## config.mk

```make
export PLATFORM = sky130hd
export DESIGN_NAME = ptf_merge
export DESIGN_NICKNAME = d
export VERILOG_FILES = /design/src/rtl/core/ptf_pkg.sv /design/src/rtl/core/ptf_merge.sv
export SDC_FILE = /design/constraint.sdc
export NUM_CORES = 1
export LEC_CHECK = 0
export CAP_MARGIN = 15
export CORE_ASPECT_RATIO = 0.8
export CORE_MARGIN = 3
export CORE_UTILIZATION = 46
export CTS_CLUSTER_DIAMETER = 80
export DETAILED_ROUTE_END_ITERATION = 12
export DONT_BUFFER_PORTS = 1
export HOLD_SLACK_MARGIN = 0.15
export MAX_ROUTING_LAYER = met4
export SYNTH_ARGS = -nofsm -noshare
export SYNTH_HDL_FRONTEND = slang
export SYNTH_SLANG_ARGS = --single-unit
```

## constraint.sdc

```tcl
create_clock -name clk -period 10.4 [get_ports clk]
set_input_delay 1.04 -clock clk [delete_from_list [all_inputs] [get_ports clk]]
set_output_delay 1.04 -clock clk [all_outputs]
set_load 0.02 [all_outputs]
```

## src/rtl/core/ptf_pkg.sv

```systemverilog
// shared types, codes and float helpers for the pixel to texel format converter
package ptf_pkg;

    localparam int MAX_CHANNELS = 4;
    localparam int CHAN_W       = 32;
    localparam int LANE_IDX_W   = $clog2(MAX_CHANNELS);
    localparam int CFG_W        = 3;
    localparam int CFG_IDX_W    = 3;
    localparam int NUM_STAGES   = 5;

    localparam logic [CFG_IDX_W-1:0] REG_SOURCE_TYPE   = 3'd0;
    localparam logic [CFG_IDX_W-1:0] REG_SRC_CHANNELS  = 3'd1;
    localparam logic [CFG_IDX_W-1:0] REG_IMAGE_KIND    = 3'd2;
    localparam logic [CFG_IDX_W-1:0] REG_IMAGE_BYTES   = 3'd3;
    localparam logic [CFG_IDX_W-1:0] REG_IMG_CHANNELS  = 3'd4;
    localparam logic [CFG_IDX_W-1:0] REG_SWAP_RED_BLUE = 3'd5;

    localparam logic [2:0] SRC_FLOAT  = 3'd0;
    localparam logic [2:0] SRC_UBYTE  = 3'd1;
    localparam logic [2:0] SRC_SBYTE  = 3'd2;
    localparam logic [2:0] SRC_USHORT = 3'd3;
    localparam logic [2:0] SRC_SHORT  = 3'd4;
    localparam logic [2:0] SRC_UINT   = 3'd5;
    localparam logic [2:0] SRC_INT    = 3'd6;
    localparam logic [2:0] SRC_BOOL   = 3'd7;

    localparam logic [2:0] KIND_UNORM  = 3'd0;
    localparam logic [2:0] KIND_SNORM  = 3'd1;
    localparam logic [2:0] KIND_UINT   = 3'd2;
    localparam logic [2:0] KIND_SINT   = 3'd3;
    localparam logic [2:0] KIND_SFLOAT = 3'd4;

    localparam logic [31:0] F32_ONE = 32'h3F80_0000;

    typedef struct packed {
        logic [2:0] source_type;
        logic [2:0] kind;
        logic [2:0] bytes;
        logic [2:0] sc;
        logic [2:0] ic;
        logic [2:0] n;
        logic       exact;
        logic       swap;
    } cfg_t;

    typedef logic [MAX_CHANNELS-1:0][CHAN_W-1:0] chan_vec_t;

    // leading zero count, 32 for zero
    function automatic logic [5:0] lzc32(input logic [31:0] v);
        logic [5:0] lz;
        lz = 6'd32;
        for (int i = 0; i < 32; i++)
        begin
            if (v[i])
            begin
                lz = 6'(31 - i);
            end
        end
        return lz;
    endfunction

    // pack with round increment, carry bumps the exponent
    function automatic logic [31:0] f32_pack(input logic s, input logic [7:0] ex,
                                             input logic [23:0] mant, input logic inc);
        logic [24:0] m25;
        m25 = {1'b0, mant} + 25'(inc);
        if (m25[24])
        begin
            return {s, 8'(ex + 8'd1), 23'd0};
        end
        return {s, ex, m25[22:0]};
    endfunction

    // round half away from zero, low 32 bits of the integer
    function automatic logic [31:0] round_low32(input logic [31:0] v);
        logic [7:0]  ex;
        logic [23:0] m;
        logic [4:0]  r;
        logic [31:0] mag;
        logic        rb;
        ex  = v[30:23];
        m   = {1'b1, v[22:0]};
        mag = '0;
        rb  = 1'b0;
        r   = '0;
        if (ex == 8'hFF || ex >= 8'd182 || ex < 8'd126)
        begin
            return '0;
        end
        if (ex <= 8'd150)
        begin
            r   = 5'(8'd150 - ex);
            mag = 32'(m >> r);
            if (r != 5'd0)
            begin
                rb = m[5'(r - 5'd1)];
            end
            mag = mag + 32'(rb);
        end
        else
        begin
            mag = 32'(56'(m) << 5'(ex - 8'd150));
        end
        return v[31] ? (~mag + 32'd1) : mag;
    endfunction

    // float32 to half, round to nearest even
    function automatic logic [15:0] f32_to_half(input logic [31:0] b);
        logic              s;
        logic [7:0]        ex;
        logic [22:0]       mn;
        logic signed [9:0] e;
        logic [23:0]       m;
        logic [4:0]        sh;
        logic [23:0]       h;
        logic [23:0]       rem;
        logic [23:0]       hw;
        s  = b[31];
        ex = b[30:23];
        mn = b[22:0];
        e  = signed'({2'b00, ex}) - 10'sd112;
        m  = {1'b1, mn};
        sh = '0;
        if (ex == 8'hFF)
        begin
            return {s, (mn != 23'd0) ? 15'h7E00 : 15'h7C00};
        end
        if (e >= 10'sd31)
        begin
            return {s, 15'h7C00};
        end
        if (e <= 10'sd0)
        begin
            if (e < -10'sd10)
            begin
                return {s, 15'd0};
            end
            sh  = 5'(10'sd14 - e);
            h   = m >> sh;
            rem = m & ((24'd1 << sh) - 24'd1);
            hw  = 24'd1 << 5'(sh - 5'd1);
        end
        else
        begin
            h   = 24'({e[4:0], mn[22:13]});
            rem = 24'(mn[12:0]);
            hw  = 24'h001000;
        end
        if (rem > hw || (rem == hw && h[0]))
        begin
            h = h + 24'd1;
        end
        return {s, h[14:0]};
    endfunction

endpackage

```

## src/rtl/core/ptf_merge.sv

```systemverilog
// channel routing, red/blue swap, unused channel clearing and output register
module ptf_merge (
    input  logic                               clk,
    input  logic                               rst_n,
    input  logic                               in_valid,
    output logic                               in_ready,
    input  ptf_pkg::chan_vec_t                 lane_res,
    input  logic                               in_last,
    input  ptf_pkg::cfg_t                      cfg,
    output logic                               m_tvalid,
    input  logic                               m_tready,
    output logic [ptf_pkg::MAX_CHANNELS*ptf_pkg::CHAN_W-1:0] m_tdata,
    output logic                               m_tlast
);

    logic               valid_reg, valid_next;
    ptf_pkg::chan_vec_t texel_reg, texel_next;
    logic               last_reg;

    assign in_ready = !valid_reg || m_tready;

    always_comb
    begin
        logic [ptf_pkg::LANE_IDX_W-1:0] sel;
        sel = '0;
        for (int i = 0; i < ptf_pkg::MAX_CHANNELS; i++)
        begin
            sel = (cfg.swap && i < 3) ? ptf_pkg::LANE_IDX_W'(2 - i)
                                      : ptf_pkg::LANE_IDX_W'(i);
            texel_next[i] = (3'(i) < cfg.ic) ? lane_res[sel] : '0;
        end
        valid_next = in_ready ? in_valid : valid_reg;
    end

    always_ff @(posedge clk or negedge rst_n)
    begin
        if (!rst_n)
        begin
            valid_reg <= 1'b0;
        end
        else
        begin
            valid_reg <= valid_next;
        end
    end

    always_ff @(posedge clk)
    begin
        if (in_ready)
        begin
            texel_reg <= texel_next;
            last_reg  <= in_last;
        end
    end

    assign m_tvalid = valid_reg;
    assign m_tdata  = texel_reg;
    assign m_tlast  = last_reg;

endmodule

```

# Word level (Yosys, flattened, before mapping)

Cells that the tools add are included.

Reduce and logical (&&, ||, !) cells: 2
Mux-type cells: 6
Magnitude comparators: 6

Operators with widths:

| cell                                                                          | count |
|---|---|
| 32-bit binary-select mux with 2-bit select                                    | 2 |
| 32-bit 2-to-1 mux                                                             | 2 |
| 1-bit by 3-bit less-than comparator with 1-bit output (first input constant)  | 2 |
| 2-bit by 3-bit less-than comparator with 1-bit output (first input constant)  | 2 |
| 2-bit by 3-bit less-than comparator with 1-bit output (second input constant) | 2 |
| 2-bit 2-to-1 mux                                                              | 2 |
| 1-bit logical NOT                                                             | 1 |
| 1-bit logical OR                                                              | 1 |

Logic and storage cells: 20
Flip-flop bits (word level): 130
Input bits: 153
Output and inout bits: 131

# Logic depth before layout (Yosys ltp)

Gate-level depths: netlist of run 1.

Word-level depth: 3
Depth in mapped cells: 4
Mapped depth without buffers: 2

# Worst setup path after synthesis of run 1

Ideal clock, no wire load.

Path type: input -> output
Start point: in m_tready
End point: out in_ready
Path buffers: 0
Data required time: 9.360 ns
Stages: 1
Slack: 5.049 ns
Arrival time: 4.311 ns
Cell sequence: nand2b_1

Word-level cells in the longest chain between the ends: 1

RTL lines:

| item             | RTL line        | text |
|---|---|---|
| from (decl)      | ptf_merge.sv:11 | `input logic m_tready,` |
| 1-bit logical OR | ptf_merge.sv:20 | `assign in_ready = !valid_reg \|\| m_tready;` |
| to (decl)        | ptf_merge.sv:6  | `output logic in_ready,` |

No other way between the ends.

# Worst setup path after layout of run 1

Same ends and word-level chain as after synthesis.

==> metrics, run 1 <==
Setup crit start=m_tready; class of the tightest hold or removal check=input pin to async pin; Worst setup EP type=output port; Pwr per Cell Area=226 nW/um^2; Unique masters post-synth=12; Avg Cell Area, Syn=15.4 um^2; vias per inst=5.32; Synth Area in XOR/XNOR=0%; cells along the critical path=nand2b_4; number of sinks driven by the clock tree=130; share of synthesized area spent on multiplexers=12.0%; worst reg2reg endpoint=m_tdata[102]; count of mapped cells out of synthesis=346; Clock transition at path regs=0.06 ns; most common library cell in the layout ignoring fill and taps=sky130_fd_sc_hd__edfxtp_1; deepest clock path buffer count=2; tightest slew margin relative to the limit=37.0%; Critical Path AT=1.80 ns; cell with the largest stage delay on the worst path=sky130_fd_sc_hd__nand2b_4; Yosys Warn Count=0; Worst path max stage delay=0.69 ns; Min Clock Period, post-route=2.84 ns; ratio of cells with drive above 1 in the final layout=10.2%; total number of placement rows=34; worst clock skew=0.00815 ns; clock root buffer master=sky130_fd_sc_hd__clkbuf_16; pin count of the biggest net entering global routing=68; upper clock frequency limit=352 MHz; Core Footprint=11100 um^2; worst vdd ir=0.000159 V; drt pass-1 iters=4; compound-cell area share of the yosys netlist=0.164%; fraction of the mapped netlist area in adder cells=0%; die footprint=12900 um^2; logic depth of the worst register-to-register path=2; hold buffer count at cts=0; unrepaired setup endpoints after global routing=no; number of buffers and inverters on the critical path=0; detailed-route wire length=11.2 mm; sequential fraction of the synthesis area=73.1%; Max-cap violations=0; setup violators final=0; DPL Wire Length=7.79 mm; detail-routed net length per standard cell=22.1 um; Pins Over Slew Limit=0; top library cells by usage in the layout, fill and taps aside=sky130_fd_sc_hd__edfxtp_1, sky130_fd_sc_hd__mux2i_1, sky130_fd_sc_hd__nor2_1; largest family of logic cells by synthesized area=simple AND/OR/NAND/NOR gates; vertical die dimension=102 um; TritonCTS Buffers=17; synth-to-layout area growth=13.3%; total congestion overflow after global routing=0; number of failing hold endpoints at the final stage=0; actual transition at the worst max-transition pin=0.945 ns; number of H-tree levels=4; Clk Latency, worst-skew pair=0.40 ns; Starting Density=48.0%; Crit path required time=9.36 ns; area share of and/or/nand/nor cells after synthesis=12.5%; final total negative setup slack=0 ns; via count=2691; post-detailed-route DRC marker count=0; family with the most delay on the worst path=simple AND/OR/NAND/NOR gates; die outline width=126 um; Diodes inserted=0; post-CTS setup buffers=0; boundary pin count=284; number of buffers inserted by port buffering=0; via count of the first global-routing pass=2766; DRC marker count from the first detailed-route iteration=198; worst reg2reg setup slack=7.99 ns; Critical path destination=in_ready; number of antenna violations at the first check in global routing=0; leakage component of the power=0.00235 uW; reg2reg start=m_tvalid; Hold WS=0.331 ns; net count reported at finish=502; final weighted congestion of routability-driven global placement=0.779; TritonCTS clock tree=yes; CP startpoint kind=input pin; antenna-violating nets left=0; first-pass GRT wire length=15.9 mm; maximum fanout along the worst path=67; FF+latch count, synth=130; post-cts gate resize count=0; number of stages on the worst setup path=1; Tcrit/Tclk final=27.3%; cell area after technology mapping=5330 um^2; Net Count, Synth=499; status=finished clean; critical path class=input pin to output port; Tot GR Track Use=17.1%
## kinds of logic after synthesis
logic type,Yosys count
buffers and inverters,19
flip-flops,130
AND/OR/NAND/NOR,132
AO/OA/AOI/OAI,1
multiplexers,64
## routing by layer
metal	wire (um)	global-route usage (%)	vias up
li1	-	-	1241
met5	0	-	-
met3	1020	8.52	2
met1	4400	19.9	1307
met4	38	4.20	0
met2	5700	26.8	141
## cells in the mapped netlist, drive strengths merged
| cell | n | area (um^2) |
|---|---|---|
| edfxtp | 129 | 3870 |
| nor2 | 65 | 244 |
| mux2i | 64 | 641 |
| and2 | 32 | 200 |
| nor2b | 32 | 200 |
| buf | 16 | 105 |
| clkbuf | 3 | 11.3 |
| nand2b | 2 | 12.5 |
| a21oi | 1 | 8.76 |
| dfrtp | 1 | 25.0 |
| nor3 | 1 | 10.0 |
## per-stage QoR
step	total power (uW)	util, %	setup WS, ns	std cells	instance area (um^2)
2_1_floorplan	777	-	5.05	346	5330
3_3_place_gp	785	48.9	7.46	473	5430
3_5_place_dp	788	48.9	7.43	473	5430
4_1_cts	1380	54.3	7.58	505	6020
5_1_grt	1410	54.4	7.53	506	6040
6_report	1360	54.4	7.56	506	6040
## power breakdown
| part | switching (uW) | total, uW | internal, uW |
|---|---|---|---|
| Combinational | 32.1 | 56.6 | 24.5 |
| Clock | 212 | 587 | 375 |
| Sequential | 80.3 | 719 | 639 |
## how the worst min path moves through the flow
stage | start | end | slack, ns | depth (start not counted)
3_5_place_dp | rst_n | m_tvalid | 0.74 | 0
3_3_place_gp | rst_n | m_tvalid | 0.74 | 0
2_1_floorplan | rst_n | m_tvalid | 0.74 | 0
5_1_grt | rst_n | m_tvalid | 0.30 | 0
6_report | rst_n | m_tvalid | 0.33 | 0
4_1_cts | rst_n | m_tvalid | 0.31 | 0
## flip-flops by register name, indices dropped and copies added (netlist names)
register,flops
m_tdata,128
m_tlast,1
m_tvalid,1
## final cells by class
cell class	instances	area, um^2
Fill cell	912	5060
Multi-Input combinational cell	197	1340
Clock buffer	17	425
Tap cell	144	180
Clock inverter	15	165
Sequential cell	130	3900
Timing Repair Buffer	3	30.0
Note: power is estimated with default switching activity, not from simulation.
==> run 2: changes to the inputs <==
clock period = 2.4 ns   (was 10.4 ns; I/O delays follow)
==> run 2 against run 1 <==
Effect of this change:
- the run now fails in 4_1_cts
- synthesized cell count is the same
- area after synthesis is the same
==> metrics, run 2 <==
EDFF count, synth=129 (unchanged); cell area after technology mapping=5330 um^2 (unchanged); sequential fraction of the synthesis area=73.1% (unchanged); proportion of netlist area held by the largest area contributor=72.7% (unchanged); cell taking the most area after synthesis=sky130_fd_sc_hd__edfxtp_1; tool error=[ERROR RSZ-0060] Max buffer count reached.; TritonCTS Buffers=17 (unchanged); number of sinks driven by the clock tree=130 (unchanged); number of buffers inserted by port buffering=0 (unchanged); Unique masters post-synth=12 (unchanged); post-cts gate resize count=0 (unchanged); final weighted congestion of routability-driven global placement=0.756 (-2.9%); die outline width=126 um (unchanged); count of mapped cells out of synthesis=346 (unchanged); Starting Density=48.0% (unchanged); async set-or-reset flop fraction in the synthesized netlist=0.769% (unchanged); hold buffer count at cts=102 (+102); FF+latch count, synth=130 (unchanged); terminating stage of the flow=4_1_cts; number of H-tree levels=4 (unchanged); DPL Wire Length=8.17 mm (+4.9%); Main synth FF type=sky130_fd_sc_hd__edfxtp_1; top cell types by occurrence after synthesis=sky130_fd_sc_hd__edfxtp_1, sky130_fd_sc_hd__nor2_1, sky130_fd_sc_hd__mux2i_1, sky130_fd_sc_hd__and2_1, sky130_fd_sc_hd__nor2b_1; Avg Cell Area, Syn=15.4 um^2 (unchanged); boundary pin count=284 (unchanged); deepest clock path buffer count=2 (unchanged); status=stopped before the end; Yosys Warn Count=0 (unchanged); count leader, synth=sky130_fd_sc_hd__edfxtp_1; post-CTS setup buffers=0 (unchanged); total number of placement rows=34 (unchanged); clock root buffer master=sky130_fd_sc_hd__clkbuf_16; leading cell types by total area after synthesis=sky130_fd_sc_hd__edfxtp_1, sky130_fd_sc_hd__mux2i_1, sky130_fd_sc_hd__nor2_1; Net Count, Synth=499 (unchanged); vertical die dimension=102 um (unchanged)
## run 2: cell counts after synthesis
Identical to the previous run, type by type.
## run 2: logic make-up after synthesis
kind of cell / synth area share [%]
mux: 12.0
buf+inv: 2.18
flops: 73.1
compound gates: 0.164
simple gates: 12.5
## run 2: stage by stage
step	std cells	setup WS [ns]	utilization [%]	hold WS, ns	area [um^2]
3_3_place_gp	476	1.05	49.4	-0.0555	5480
3_5_place_dp	476	1.03	49.4	-0.0555	5480
2_1_floorplan	346	0.543	-	-0.0556	5340
==> run 3: changes to the inputs <==
CORE_ASPECT_RATIO = not set   (was 0.8)
CORE_UTILIZATION = 31   (was 46)
CTS_CLUSTER_DIAMETER = not set   (was 80)
HOLD_SLACK_MARGIN = not set   (was 0.15)
MAX_ROUTING_LAYER = not set   (was met4)
PLACE_DENSITY_LB_ADDON = 0.15   (was not set)
clock period = 3.1 ns   (was 2.4 ns; I/O delays follow)
==> run 3 against run 2 <==
Effect of this change:
- the flow now finishes without violations
==> metrics, run 3 (same netlist as run 1, synthesis figures left out) <==
status=finished clean; flip-flop count of the largest register, all copies and words added=128; TritonCTS clock tree=yes; net count reported at finish=508; worst vdd ir=0.000347 V; number of buffers inserted by port buffering=0 (unchanged); die footprint=18800 um^2; detail-routed net length per standard cell=21.1 um; number of sinks driven by the clock tree=130 (unchanged); leakage component of the power=0.00238 uW; pin count of the biggest net entering global routing=65; Diodes inserted=0; first-pass GRT wire length=17.9 mm; vertical die dimension=137 um (+34%); Starting Density=31.9% (-16 points); number of H-tree levels=4 (unchanged); worst-case setup margin in the final layout=0.976 ns; class of the tightest hold or removal check=input pin to async pin; Critical Path AT=1.81 ns; Clk Latency, worst-skew pair=0.40 ns; Pwr per Cell Area=744 nW/um^2; clock root buffer master=sky130_fd_sc_hd__clkbuf_16; detailed-route wire length=12.4 mm; Tcrit/Tclk final=68.5%; synth-to-layout area growth=16.4%; reg2reg start=m_tvalid; tightest slew margin relative to the limit=31.0%; total congestion overflow after global routing=0; number of failing hold endpoints at the final stage=0; number of antenna violations at the first check in global routing=0; Max-cap violations=0; unrepaired setup endpoints after global routing=no; Clock transition at path regs=0.06 ns; DPL Wire Length=8.65 mm (+5.9%); CP startpoint kind=flop; upper clock frequency limit=471 MHz; critical path class=flop to output port; boundary pin count=284 (unchanged); setup violators final=0; Worst setup EP type=output port; most common library cell in the layout ignoring fill and taps=sky130_fd_sc_hd__edfxtp_1; worst reg2reg setup slack=1.37 ns; final total negative setup slack=0 ns; antenna-violating nets left=0; worst clock skew=0.00803 ns; post-cts gate resize count=0 (unchanged); DRC marker count from the first detailed-route iteration=137; Crit path required time=2.79 ns; die outline width=137 um (+8.5%); Hold WS=0.105 ns; worst reg2reg endpoint=m_tdata[105]; vias per inst=4.73; maximum fanout along the worst path=44; top library cells by usage in the layout, fill and taps aside=sky130_fd_sc_hd__edfxtp_1, sky130_fd_sc_hd__mux2i_1, sky130_fd_sc_hd__nor2_1; logic depth of the worst register-to-register path=2; drt pass-1 iters=4; Final Instance Count excl. Fillers=588; final weighted congestion of routability-driven global placement=0.651 (-14%); actual transition at the worst max-transition pin=1.03 ns; TritonCTS Buffers=17 (unchanged); via count=2780; ratio of cells with drive above 1 in the final layout=10.1%; total number of placement rows=47 (+38%); Pins Over Slew Limit=0; Core Footprint=16700 um^2; post-detailed-route DRC marker count=0; pre-CTS setup slack=1.34 ns (+0.302 ns); count of placed standard cells including taps=553 (+16%); deepest clock path buffer count=2 (unchanged); Min Clock Period, post-route=2.12 ns; via count of the first global-routing pass=2895; Tot GR Track Use=13.0%
run 3: per-layer routing:
layer	vias up	track usage [%]	share of wire, %
met4	0	5.32	1.6
met5	-	0	0
li1	1259	-	-
met1	1326	14.2	37
met2	183	20.1	46
met3	12	8.46	15
run 3: critical path, cell delays in order (launching register included):
cell and delay [ns]:
sky130_fd_sc_hd__dfrtp_1 0.48, sky130_fd_sc_hd__nand2b_4 0.54, sky130_fd_sc_hd__buf_4 0.37
run 3: worst max-delay path by stage:
stage                  start     endpoint  cells after the start
detailed placement  m_tvalid  m_tdata[71]                      2
global placement    m_tvalid   m_tdata[1]                      2
CTS                 m_tvalid     in_ready                      2
global route        m_tvalid     in_ready                      2
finish              m_tvalid     in_ready                      2
floorplan           m_tvalid   m_tdata[0]                      1
run 3: final cells by class:
class	count	area, um^2
clock buffers	17	425
multi-input cells	197	1340
fillers	1605	10500
repair buffers	9	100
clock inverters	15	165
well taps	220	275
flip-flops and latches	130	3900
run 3: power breakdown:
group          internal [uW]  switching, uW  total [uW]
Sequential              2140            267        2410
Combinational           91.7            114         206
Clock                   1260            745        2000
Total                   3490           1130        4610
run 3: metrics by stage:
step	utilization (%)	total power (uW)	cell area, um^2
after global routing	37.2	4800	6200
after CTS	37.2	4680	6200
after floorplan	-	2600	5330
after global placement	33.4	2650	5580
final	37.2	4610	6200
after detailed placement	33.4	2660	5580
run 3: repair_timing:
item                                   4_1_cts  5_1_grt
setup buffers                                0        0
hold buffers                                 3        0
endpoints found under the hold margin        3        0
