### config.mk
export PLATFORM = sky130hd
export DESIGN_NAME = ptf_lane
export DESIGN_NICKNAME = d
export VERILOG_FILES = /design/src/rtl/core/ptf_pkg.sv /design/src/rtl/core/ptf_lane.sv
export SDC_FILE = /design/constraint.sdc
export NUM_CORES = 2
export LEC_CHECK = 0
export ABC_AREA = 0
export ABC_CLOCK_PERIOD_IN_PS = 10800
export BUFFER_PORTS_ARGS = -buffer_cell sky130_fd_sc_hd__buf_2
export CAP_MARGIN = 20
export CORE_ASPECT_RATIO = 1.75
export CORE_UTILIZATION = 52
export DETAILED_ROUTE_END_ITERATION = 6
export PLACE_DENSITY = 0.68
export SLEW_MARGIN = 10
export SYNTH_ARGS = -nofsm -noshare
export SYNTH_HDL_FRONTEND = slang
export SYNTH_SLANG_ARGS = --single-unit
### constraint.sdc
create_clock -name clk -period 10.8 [get_ports clk]
set_input_delay 0.54 -clock clk [delete_from_list [all_inputs] [get_ports clk]]
set_output_delay 0.54 -clock clk [all_outputs]
set_load 0.1 [all_outputs]
### src/rtl/core/ptf_pkg.sv
// shared types, codes and float helpers for the pixel to texel format converter
package ptf_pkg;

    localparam int MAX_CHANNELS = 4;
    localparam int CHAN_W       = 32;
    localparam int LANE_IDX_W   = $clog2(MAX_CHANNELS);
    localparam int CFG_W        = 3;
    localparam int CFG_IDX_W    = 3;
    localparam int NUM_STAGES   = 5;

    localparam logic [CFG_IDX_W-1:0] REG_SOURCE_TYPE   = 3'd0;
    localparam logic [CFG_IDX_W-1:0] REG_SRC_CHANNELS  = 3'd1;
    localparam logic [CFG_IDX_W-1:0] REG_IMAGE_KIND    = 3'd2;
    localparam logic [CFG_IDX_W-1:0] REG_IMAGE_BYTES   = 3'd3;
    localparam logic [CFG_IDX_W-1:0] REG_IMG_CHANNELS  = 3'd4;
    localparam logic [CFG_IDX_W-1:0] REG_SWAP_RED_BLUE = 3'd5;

    localparam logic [2:0] SRC_FLOAT  = 3'd0;
    localparam logic [2:0] SRC_UBYTE  = 3'd1;
    localparam logic [2:0] SRC_SBYTE  = 3'd2;
    localparam logic [2:0] SRC_USHORT = 3'd3;
    localparam logic [2:0] SRC_SHORT  = 3'd4;
    localparam logic [2:0] SRC_UINT   = 3'd5;
    localparam logic [2:0] SRC_INT    = 3'd6;
    localparam logic [2:0] SRC_BOOL   = 3'd7;

    localparam logic [2:0] KIND_UNORM  = 3'd0;
    localparam logic [2:0] KIND_SNORM  = 3'd1;
    localparam logic [2:0] KIND_UINT   = 3'd2;
    localparam logic [2:0] KIND_SINT   = 3'd3;
    localparam logic [2:0] KIND_SFLOAT = 3'd4;

    localparam logic [31:0] F32_ONE = 32'h3F80_0000;

    typedef struct packed {
        logic [2:0] source_type;
        logic [2:0] kind;
        logic [2:0] bytes;
        logic [2:0] sc;
        logic [2:0] ic;
        logic [2:0] n;
        logic       exact;
        logic       swap;
    } cfg_t;

    typedef logic [MAX_CHANNELS-1:0][CHAN_W-1:0] chan_vec_t;

    // leading zero count, 32 for zero
    function automatic logic [5:0] lzc32(input logic [31:0] v);
        logic [5:0] lz;
        lz = 6'd32;
        for (int i = 0; i < 32; i++)
        begin
            if (v[i])
            begin
                lz = 6'(31 - i);
            end
        end
        return lz;
    endfunction

    // pack with round increment, carry bumps the exponent
    function automatic logic [31:0] f32_pack(input logic s, input logic [7:0] ex,
                                             input logic [23:0] mant, input logic inc);
        logic [24:0] m25;
        m25 = {1'b0, mant} + 25'(inc);
        if (m25[24])
        begin
            return {s, 8'(ex + 8'd1), 23'd0};
        end
        return {s, ex, m25[22:0]};
    endfunction

    // round half away from zero, low 32 bits of the integer
    function automatic logic [31:0] round_low32(input logic [31:0] v);
        logic [7:0]  ex;
        logic [23:0] m;
        logic [4:0]  r;
        logic [31:0] mag;
        logic        rb;
        ex  = v[30:23];
        m   = {1'b1, v[22:0]};
        mag = '0;
        rb  = 1'b0;
        r   = '0;
        if (ex == 8'hFF || ex >= 8'd182 || ex < 8'd126)
        begin
            return '0;
        end
        if (ex <= 8'd150)
        begin
            r   = 5'(8'd150 - ex);
            mag = 32'(m >> r);
            if (r != 5'd0)
            begin
                rb = m[5'(r - 5'd1)];
            end
            mag = mag + 32'(rb);
        end
        else
        begin
            mag = 32'(56'(m) << 5'(ex - 8'd150));
        end
        return v[31] ? (~mag + 32'd1) : mag;
    endfunction

    // float32 to half, round to nearest even
    function automatic logic [15:0] f32_to_half(input logic [31:0] b);
        logic              s;
        logic [7:0]        ex;
        logic [22:0]       mn;
        logic signed [9:0] e;
        logic [23:0]       m;
        logic [4:0]        sh;
        logic [23:0]       h;
        logic [23:0]       rem;
        logic [23:0]       hw;
        s  = b[31];
        ex = b[30:23];
        mn = b[22:0];
        e  = signed'({2'b00, ex}) - 10'sd112;
        m  = {1'b1, mn};
        sh = '0;
        if (ex == 8'hFF)
        begin
            return {s, (mn != 23'd0) ? 15'h7E00 : 15'h7C00};
        end
        if (e >= 10'sd31)
        begin
            return {s, 15'h7C00};
        end
        if (e <= 10'sd0)
        begin
            if (e < -10'sd10)
            begin
                return {s, 15'd0};
            end
            sh  = 5'(10'sd14 - e);
            h   = m >> sh;
            rem = m & ((24'd1 << sh) - 24'd1);
            hw  = 24'd1 << 5'(sh - 5'd1);
        end
        else
        begin
            h   = 24'({e[4:0], mn[22:13]});
            rem = 24'(mn[12:0]);
            hw  = 24'h001000;
        end
        if (rem > hw || (rem == hw && h[0]))
        begin
            h = h + 24'd1;
        end
        return {s, h[14:0]};
    endfunction

endpackage

### src/rtl/core/ptf_lane.sv
// one channel lane: decode to float32, clamp, scale, round and encode
module ptf_lane (
    input  logic                                clk,
    input  logic [ptf_pkg::NUM_STAGES-1:0]      en,
    input  ptf_pkg::cfg_t                       cfg,
    input  logic [ptf_pkg::LANE_IDX_W-1:0]      lane_idx,
    input  logic [ptf_pkg::CHAN_W-1:0]          raw,
    output logic [ptf_pkg::CHAN_W-1:0]          result
);

    // stage 1
    logic        sgn1_reg, sgn1_next;
    logic [31:0] mag1_reg, mag1_next;
    logic [5:0]  lz1_reg;
    logic [31:0] raw1_reg;
    logic        present1_reg;
    // stage 2
    logic [31:0] f2_reg, f2_next;
    logic [31:0] raw2_reg;
    // stage 3
    logic [39:0] prod3_reg, prod3_next;
    logic [31:0] c3_reg, c3_next;
    logic        nan3_reg, nan3_next;
    logic [31:0] raw3_reg;
    // stage 4
    logic [31:0] f4_reg, f4_next;
    logic [15:0] h4_reg;
    logic [31:0] raw4_reg;
    // stage 5
    logic [31:0] res5_reg, res5_next;

    logic [23:0] mant2;
    logic [7:0]  exp2;
    logic        inc2;
    logic [31:0] shi2;
    logic [39:0] s8;
    logic [34:0] s7;
    logic [2:0]  z2;
    logic [15:0] k3;
    logic [4:0]  kb3, kb4;
    logic [39:0] top4;
    logic [23:0] mant4;
    logic [7:0]  exp4;
    logic        inc4;
    logic        norm4;

    always_comb
    begin
        sgn1_next = 1'b0;
        mag1_next = '0;
        unique case (cfg.source_type)
            ptf_pkg::SRC_SBYTE:
            begin
                sgn1_next = raw[7];
                mag1_next = 32'(raw[7] ? 8'(~raw[7:0] + 8'd1) : raw[7:0]);
            end
            ptf_pkg::SRC_USHORT: mag1_next = 32'(raw[15:0]);
            ptf_pkg::SRC_SHORT:
            begin
                sgn1_next = raw[15];
                mag1_next = 32'(raw[15] ? 16'(~raw[15:0] + 16'd1) : raw[15:0]);
            end
            ptf_pkg::SRC_UINT: mag1_next = raw;
            ptf_pkg::SRC_INT:
            begin
                sgn1_next = raw[31];
                mag1_next = raw[31] ? (~raw + 32'd1) : raw;
            end
            ptf_pkg::SRC_FLOAT, ptf_pkg::SRC_UBYTE, ptf_pkg::SRC_BOOL:
                mag1_next = 32'(raw[7:0]);
        endcase
    end

    always_ff @(posedge clk)
    begin
        if (en[0])
        begin
            sgn1_reg     <= sgn1_next;
            mag1_reg     <= mag1_next;
            lz1_reg      <= ptf_pkg::lzc32(mag1_next);
            raw1_reg     <= raw;
            present1_reg <= {1'b0, lane_idx} < cfg.n;
        end
    end

    // stage 2: build float32
    always_comb
    begin
        shi2  = mag1_reg << lz1_reg[4:0];
        s8    = {5{mag1_reg[7:0]}};
        s7    = {5{mag1_reg[6:0]}};
        z2    = '0;
        mant2 = '0;
        exp2  = '0;
        inc2  = 1'b0;
        f2_next = '0;
        unique case (cfg.source_type)
            ptf_pkg::SRC_FLOAT: f2_next = raw1_reg;
            ptf_pkg::SRC_SBYTE:
            begin
                z2 = 3'(lz1_reg - 6'd25);
                s7 = s7 << z2;
                mant2 = s7[34:11];
                inc2  = s7[10];
                exp2  = 8'd126 - 8'(z2);
                if (mag1_reg[7])
                begin
                    f2_next = {1'b1, ptf_pkg::F32_ONE[30:0]};
                end
                else if (mag1_reg[6:0] == 7'd0)
                begin
                    f2_next = '0;
                end
                else if (mag1_reg[6:0] == 7'h7F)
                begin
                    f2_next = {sgn1_reg, ptf_pkg::F32_ONE[30:0]};
                end
                else
                begin
                    f2_next = ptf_pkg::f32_pack(sgn1_reg, exp2, mant2, inc2);
                end
            end
            ptf_pkg::SRC_USHORT, ptf_pkg::SRC_SHORT, ptf_pkg::SRC_UINT, ptf_pkg::SRC_INT:
            begin
                mant2 = shi2[31:8];
                inc2  = shi2[7] && ((|shi2[6:0]) || shi2[8]);
                exp2  = 8'(8'd158 - 8'(lz1_reg));
                if (mag1_reg == 32'd0)
                begin
                    f2_next = '0;
                end
                else
                begin
                    f2_next = ptf_pkg::f32_pack(sgn1_reg, exp2, mant2, inc2);
                end
            end
            ptf_pkg::SRC_UBYTE, ptf_pkg::SRC_BOOL:
            begin
                z2 = lz1_reg[2:0];
                s8 = s8 << z2;
                mant2 = s8[39:16];
                inc2  = s8[15];
                exp2  = 8'd126 - 8'(z2);
                if (mag1_reg[7:0] == 8'd0)
                begin
                    f2_next = '0;
                end
                else if (mag1_reg[7:0] == 8'hFF)
                begin
                    f2_next = ptf_pkg::F32_ONE;
                end
                else
                begin
                    f2_next = ptf_pkg::f32_pack(1'b0, exp2, mant2, inc2);
                end
            end
        endcase
        if (!present1_reg)
        begin
            f2_next = ptf_pkg::F32_ONE;
        end
    end

    always_ff @(posedge clk)
    begin
        if (en[1])
        begin
            f2_reg   <= f2_next;
            raw2_reg <= raw1_reg;
        end
    end

    // stage 3: clamp and scale
    always_comb
    begin
        nan3_next = (f2_reg[30:23] == 8'hFF) && (f2_reg[22:0] != 23'd0);
        c3_next   = f2_reg;
        k3        = 16'd255;
        unique case (cfg.kind)
            ptf_pkg::KIND_UNORM:
            begin
                k3 = (cfg.bytes == 3'd1) ? 16'd255 : 16'd65535;
                if (f2_reg[31] && f2_reg[30:0] != 31'd0)
                begin
                    c3_next = '0;
                end
                else if (f2_reg[30:0] > ptf_pkg::F32_ONE[30:0])
                begin
                    c3_next = ptf_pkg::F32_ONE;
                end
            end
            ptf_pkg::KIND_SNORM:
            begin
                k3 = (cfg.bytes == 3'd1) ? 16'd127 : 16'd32767;
                if (f2_reg[30:0] > ptf_pkg::F32_ONE[30:0])
                begin
                    c3_next = {f2_reg[31], ptf_pkg::F32_ONE[30:0]};
                end
            end
            ptf_pkg::KIND_UINT:
            begin
                if (f2_reg[31] && !nan3_next)
                begin
                    c3_next = '0;
                end
            end
            default: c3_next = f2_reg;
        endcase
        prod3_next = {16'd0, 1'b1, c3_next[22:0]} * {24'd0, k3};
    end

    always_ff @(posedge clk)
    begin
        if (en[2])
        begin
            prod3_reg <= prod3_next;
            c3_reg    <= c3_next;
            nan3_reg  <= nan3_next;
            raw3_reg  <= raw2_reg;
        end
    end

    // stage 4: normalize the product, half conversion
    always_comb
    begin
        if (cfg.kind == ptf_pkg::KIND_UNORM)
        begin
            kb4 = (cfg.bytes == 3'd1) ? 5'd8 : 5'd16;
        end
        else
        begin
            kb4 = (cfg.bytes == 3'd1) ? 5'd7 : 5'd15;
        end
        kb3  = 5'd16 - kb4;
        top4 = prod3_reg << kb3;
        if (top4[39])
        begin
            mant4 = top4[39:16];
            inc4  = top4[15] && ((|top4[14:0]) || top4[16]);
            exp4  = c3_reg[30:23] + 8'(kb4);
        end
        else
        begin
            mant4 = top4[38:15];
            inc4  = top4[14] && ((|top4[13:0]) || top4[15]);
            exp4  = c3_reg[30:23] + 8'(kb4) - 8'd1;
        end
        norm4 = (cfg.kind == ptf_pkg::KIND_UNORM) || (cfg.kind == ptf_pkg::KIND_SNORM);
        if (!norm4)
        begin
            f4_next = c3_reg;
        end
        else if (nan3_reg || c3_reg[30:23] == 8'd0)
        begin
            f4_next = '0;
        end
        else
        begin
            f4_next = ptf_pkg::f32_pack(c3_reg[31], exp4, mant4, inc4);
        end
    end

    always_ff @(posedge clk)
    begin
        if (en[3])
        begin
            f4_reg   <= f4_next;
            h4_reg   <= ptf_pkg::f32_to_half(c3_reg);
            raw4_reg <= raw3_reg;
        end
    end

    // stage 5: integer rounding, half or float select, channel width and raw passthrough when exact
    always_comb
    begin
        unique case (cfg.kind)
            ptf_pkg::KIND_UNORM, ptf_pkg::KIND_SNORM:
            begin
                res5_next = ptf_pkg::round_low32(f4_reg);
                res5_next = (cfg.bytes == 3'd1) ? (res5_next & 32'hFF)
                                                : (res5_next & 32'hFFFF);
            end
            ptf_pkg::KIND_UINT, ptf_pkg::KIND_SINT:
            begin
                res5_next = ptf_pkg::round_low32(f4_reg);
                if (cfg.bytes == 3'd1)
                begin
                    res5_next = res5_next & 32'hFF;
                end
                else if (cfg.bytes == 3'd2)
                begin
                    res5_next = res5_next & 32'hFFFF;
                end
            end
            ptf_pkg::KIND_SFLOAT:
                res5_next = (cfg.bytes == 3'd2) ? {16'd0, h4_reg} : f4_reg;
            default: res5_next = '0;
        endcase
        if (cfg.exact && ({1'b0, lane_idx} < cfg.sc))
        begin
            if (cfg.bytes == 3'd1)
            begin
                res5_next = raw4_reg & 32'hFF;
            end
            else if (cfg.bytes == 3'd2)
            begin
                res5_next = raw4_reg & 32'hFFFF;
            end
            else
            begin
                res5_next = raw4_reg;
            end
        end
    end

    always_ff @(posedge clk)
    begin
        if (en[4])
        begin
            res5_reg <= res5_next;
        end
    end

    assign result = res5_reg;

endmodule

# After elaboration in Yosys (flattened, before gate mapping)

Index checks and enable logic that the tools add are counted.

Register bits after elaboration: 353
Input port bits: 60
Output and inout bits: 32
Logic and storage cells: 287

Add/sub/neg operators: 30
Multipliers: 1
$lt $le $gt $ge: 11
Eq/ne operators: 19
Shift operators: 9
Multiplexer cells: 151
Bitwise operators: 6
Reduce and logical (&&, ||, !) cells: 40

Operators with widths:

| kind                    | number |
|---|---|
| $mux W32                | 32 |
| $mux W24                | 11 |
| $mux W16                | 15 |
| $pmux W32 S3            | 2 |
| $pmux W32 S6            | 1 |
| $pmux W32 S4            | 1 |
| $mux W15                | 7 |
| $add A24 B1 Y25         | 4 |
| $mux W5                 | 17 |
| $add A32 B1 Y32 const B | 2 |
| $not A32 Y32            | 2 |
| $shl A1 B5 Y24 const A  | 2 |
| $reduce_bool A23 Y1     | 2 |
| $mux W1                 | 42 |
| $add A8 B1 Y8 const B   | 5 |
| $mul A24 B16 Y40        | 1 |
| $shl A40 B3 Y40         | 1 |
| $shl A40 B5 Y40         | 1 |
| $mux W4                 | 9 |
| $shl A35 B3 Y35         | 1 |
| $add A16 B1 Y16 const B | 2 |
| $add A32 B1 Y32         | 1 |
| $eq A8 B8 Y1 const B    | 4 |
| $logic_not A32 Y1       | 1 |
| 60 further kinds        | 101 |

# Longest topological paths before layout

Word-level depth: 35
Mapped depth: 37

# Worst setup path before layout

OpenSTA, ideal clock, no wires.

Kind: input to register
From: in cfg[16] in the netlist's numbering
To: reg prod3_reg[38], data pin
Library setup time: 258 ps
Data arrival time: 9,091 ps
Data required time: 10,542 ps
Setup slack: 1,451 ps
Stages on the path: 34
Buffers on the path: 4
Path through: buf_2 or3_1 inv_2 buf_4 clkbuf_1 ha_1 a21oi_1 nand2b_1 clkinv_1 and2_1 clkbuf_1 nand2_1 inv_1 fa_1 fa_1 fa_1 fa_1 fa_1 inv_1 fa_1 inv_1 ha_1 a21o_1 a21o_1 a21oi_1 or4b_2 a31oi_1 nor3_1 o31ai_1 nand4b_1 a31oi_1 o21a_1 nor2_1 xnor2_1

Cells in the longest elaborated chain, start to end: 3
Elaborated cells on any way between the ends: 6
Classes of those cells: mul: 1; eq/ne: 2; mux: 2; reduce/logical: 1

Ends and longest elaborated chain:

| item                                                | RTL line        | source |
|---|---|---|
| start, declared                                     | ptf_lane.sv:5   | `input ptf_pkg::cfg_t cfg,` |
| $eq A3 B2 Y1 (tied with other cells)                | ptf_lane.sv:179 | `unique case (cfg.kind)` |
| $pmux W32 S3 / $pmux W16 S2 (equally long branches) | ptf_lane.sv:179 |  |
| $mul A24 B16 Y40 (*)                                | ptf_lane.sv:209 | `prod3_next = {16'd0, 1'b1, c3_next[22:0]} * {24'd0, k3};` |
| via prod3_next[38]                                  | ptf_lane.sv:21  | `logic [39:0] prod3_reg, prod3_next;` |
| end signal, assigned                                | ptf_lane.sv:216 | `prod3_reg <= prod3_next;` |
| end, declared                                       | ptf_lane.sv:21  |  |

The timed path passes the listed nets; every way through them passes the cells marked *.
A chain may end at the register's enable or synchronous reset.

# Worst setup path in the final report

From: reg f2_reg[14]
To: reg prod3_reg[38], data pin

Cells in the longest elaborated chain, start to end: 7
Elaborated cells on any way between the ends: 13
Classes of those cells: mul: 1; order compare: 1; mux: 5; reduce/logical: 6

Ends and longest elaborated chain:

| item                                                                   | RTL line        | source |
|---|---|---|
| start, declared                                                        | ptf_lane.sv:18  | `logic [31:0] f2_reg, f2_next;` |
| start signal, assigned                                                 | ptf_lane.sv:168 | `f2_reg <= f2_next;` |
| parallel branches: the longest is 5 deep, another holds $gt A31 B30 Y1 | -               |  |
| $pmux W32 S3 (*)                                                       | ptf_lane.sv:179 |  |
| $mul A24 B16 Y40 (*)                                                   | ptf_lane.sv:209 |  |
| via prod3_next[38]                                                     | ptf_lane.sv:21  |  |

Mark *: on every way through the listed nets, which the timed path passes.

==> impl_metrics.py <==
metrics = {
    "place": {
        "place_area_um2": 39700,
        "port_buffers": 87,
        "dp_hpwl_mm": 101,
        "place_congestion": 1.07,
        "dp_slack_ns": 0.660,
    },
    "route": {
        "wire_per_inst_um": 26.1,
        "drtIter0Drc": 3147,
        "dr.pass1.iters": 7,
        "num_vias": 31700,
        "postRouteAntennaNets": 0,
        "viasPerCell": 6.52,
        "route.detailed.drc": 1,
        "wl_mm": 127,
    },
    "logic_synthesis": {
        "ys.flop_type": "edfxtp_1",
        "postSynthAreaPerCell_um2": 9.78,
        "async_flop_share_pct": 0,
        "synth-compound-area-share_pct": 14.7,
        "seq_area_frac_synth_pct": 27.5,
        "synth_xor_area_share_pct": 4.61,
        "synth_cell_types": 99,
        "synth-simple-area-share_pct": 15.2,
        "syn_inst": 3933,
        "synthAdderAreaFrac_pct": 20.0,
        "ys.warnings.count": 0,
        "syn_nets": 4445,
        "syn_area_um2": 38500,
        "synth.area.mux_share_pct": 12.1,
        "ys_seq_elements": 352,
        "synth_enable_flop_cells": 352,
        "synth_top_family_by_area": "adder cells",
    },
    "global_routing": {
        "grt_pass1_wl_mm": 193,
        "antenna_found_initial": 7,
        "grt_pass1_vias": 31800,
        "grt_max_degree": 73,
        "grt-ovfl-total": 0,
        "grtUsageTotal_pct": 34.3,
    },
    "flow_run": {
        "maxCapViolations": 0,
    },
    "die": {
        "pin_count": 92,
        "coreArea_um2": 73100,
        "initial_core_util_pct": 52.6,
        "rows": 131,
        "die_h_um": 362,
        "fp.dieW_um": 208,
        "die-area_um2": 75100,
    },
    "timing": {
        "timing.final.ws_setup_ns": 0.885,
        "drv_slew": 0,
        "maxSlewHeadroom_pct": 20.0,
        "period_share_pct": 91.8,
        "setup_viol": 0,
        "hold_violations": 0,
        "fmax_mhz": 101,
        "worstMarginPinSlew_ns": 1.20,
        "min_period_ns": 9.91,
        "finalClockSkew_ns": 0.0240,
        "fin_setup_tns_ns": 0,
        "rsz0062_at_grt": "no",
    },
    "final_layout": {
        "nNetsFinal": 4419,
        "multiInputGateArea_um2": 25700,
        "finish.instance_area_um2": 40900,
        "seq_area_um2": 10600,
        "layout-drive-gt1-share_pct": 11.1,
        "fillerInstances": 6461,
        "fin_util_pct": 56.0,
        "mostFrequentLayoutCells": "inv_1 (367), edfxtp_1 (352), nand2_1 (346)",
        "final_common_cell": "inv_1",
        "area_growth_syn_to_layout_pct": 6.38,
        "largest_reg_flops": 40,
    },
    "worst_setup_path": {
        "cpPeakStageDelay_ns": 0.60,
        "cp.arrival_ns": 10.21,
        "cp-end-kind": "flip-flop",
        "critPathLaunchType": "flip-flop",
        "required_ns": 11.10,
        "cpMostUsedCell": "fa_1",
        "crit_type": "reg2reg",
        "worst_path_max_delay_cell": "or4b_2",
        "crit_fanout": 17,
    },
    "clock_network": {
        "cts_tree": "built",
        "clock_tree.buffer_depth": 3,
        "postCtsSetupRepairBufs": 0,
        "postCtsResizedCells": 0,
        "cts_sinks": 352,
        "clockRootBuffer": "clkbuf_16",
        "h-tree-depth": 2,
        "ctsHoldBuffers": 0,
        "cts_buffers": 35,
        "clk_latency_ns": 0.57,
        "path_clk_slew_ns": 0.06,
    },
    "power_and_ir_drop": {
        "power_w": 0.0112,
        "p_leak_nw": 17.0,
        "powerDensity_nw_per_um2": 273,
        "vdd_drop_max_v": 0.000333,
    },
    "status": {
        "status": "finished with violations",
        "violations": "DRC",
    },
    "worst_hold_path": {
        "hp-class": "in2reg",
    },
}
==> metrics by stage <==
step,cells,hold WS [ns]
after floorplan,3933,0.400
after global placement,4796,0.403
after detailed placement,4797,0.405
after CTS,4859,0.186
after global routing,4863,0.200
final,4867,0.212
==> final timing paths <==
| path | endpoint | slack [ns] | from | depth (start not counted) |
|---|---|---|---|---|
| hold / removal | raw1_reg[19]$_DFFE_PP_ | 0.21 | raw[19] | 1 |
| setup / recovery | prod3_reg[38]$_DFFE_PP_ | 0.89 | f2_reg[14]$_SDFFCE_PN0P_ | 31 |
| hold reg to reg | raw4_reg[18]$_DFFE_PP_ | 0.41 | raw3_reg[18]$_DFFE_PP_ | 0 |
| setup reg to reg | prod3_reg[38]$_DFFE_PP_ | 0.89 | f2_reg[14]$_SDFFCE_PN0P_ | 31 |
==> power breakdown <==
| group | switching [W] | internal [W] |
|---|---|---|
| Combinational | 0.00452 | 0.00315 |
| Clock | 0.000555 | 0.000682 |
| Sequential | 0.000256 | 0.00199 |
| Total | 0.00533 | 0.00582 |
==> worst max-delay path, delay by kind of cell, from the launching register on <==
| kind | cells | cell delay [ns] |
|---|---|---|
| adder cells (fa/ha/maj) | 7 | 3.42 |
| XOR/XNOR | 1 | 0.08 |
| AND/OR/NAND/NOR | 10 | 2.82 |
| AO/OA/AOI/OAI | 10 | 2.45 |
| buffers and inverters | 3 | 0.38 |
| flip-flops | 1 | 0.51 |
==> final cells by class <==
type / count / share of cell area (%)
Multi-Input combinational cell: 2993 / 62.8
Sequential cell: 352 / 25.8
Inverter: 375 / 3.44
Tap cell: 931 / 2.85
Timing Repair Buffer: 150 / 2.31
Clock buffer: 39 / 2.18
Clock inverter: 23 / 0.630
Antenna cell: 4 / 0.0245
==> per-layer routing <==
| metal | track usage (%) | up-vias | part of all wire [%] |
|---|---|---|---|
| met5 | 0 | - | 0.029 |
| met4 | 29.5 | 6 | 11 |
| met3 | 4.28 | 570 | 6.1 |
| met2 | 61.6 | 1605 | 51 |
| met1 | 35.5 | 15300 | 33 |
| li1 | - | 14200 | - |
==> cells by family after synthesis <==
kind of cell	Yosys count
mux	303
simple gates	1186
fa+ha+maj	453
xor+xnor	201
flops	352
compound gates	850
buf+inv	588
==> cells in the mapped netlist (all sizes together) (124+ instances only) <==
| cell | n | area [um2] |
|---|---|---|
| inv | 370 | 1390 |
| edfxtp | 352 | 10600 |
| nand2 | 347 | 1310 |
| nor2 | 288 | 1080 |
| fa | 269 | 5390 |
| o21ai | 208 | 1040 |
| ha | 183 | 2290 |
| a21oi | 181 | 910 |
| clkbuf | 154 | 579 |
| mux2i | 141 | 1410 |
| mux4 | 126 | 2840 |
| xnor2 | 124 | 1090 |
Note: power is estimated with default switching activity, not from simulation.
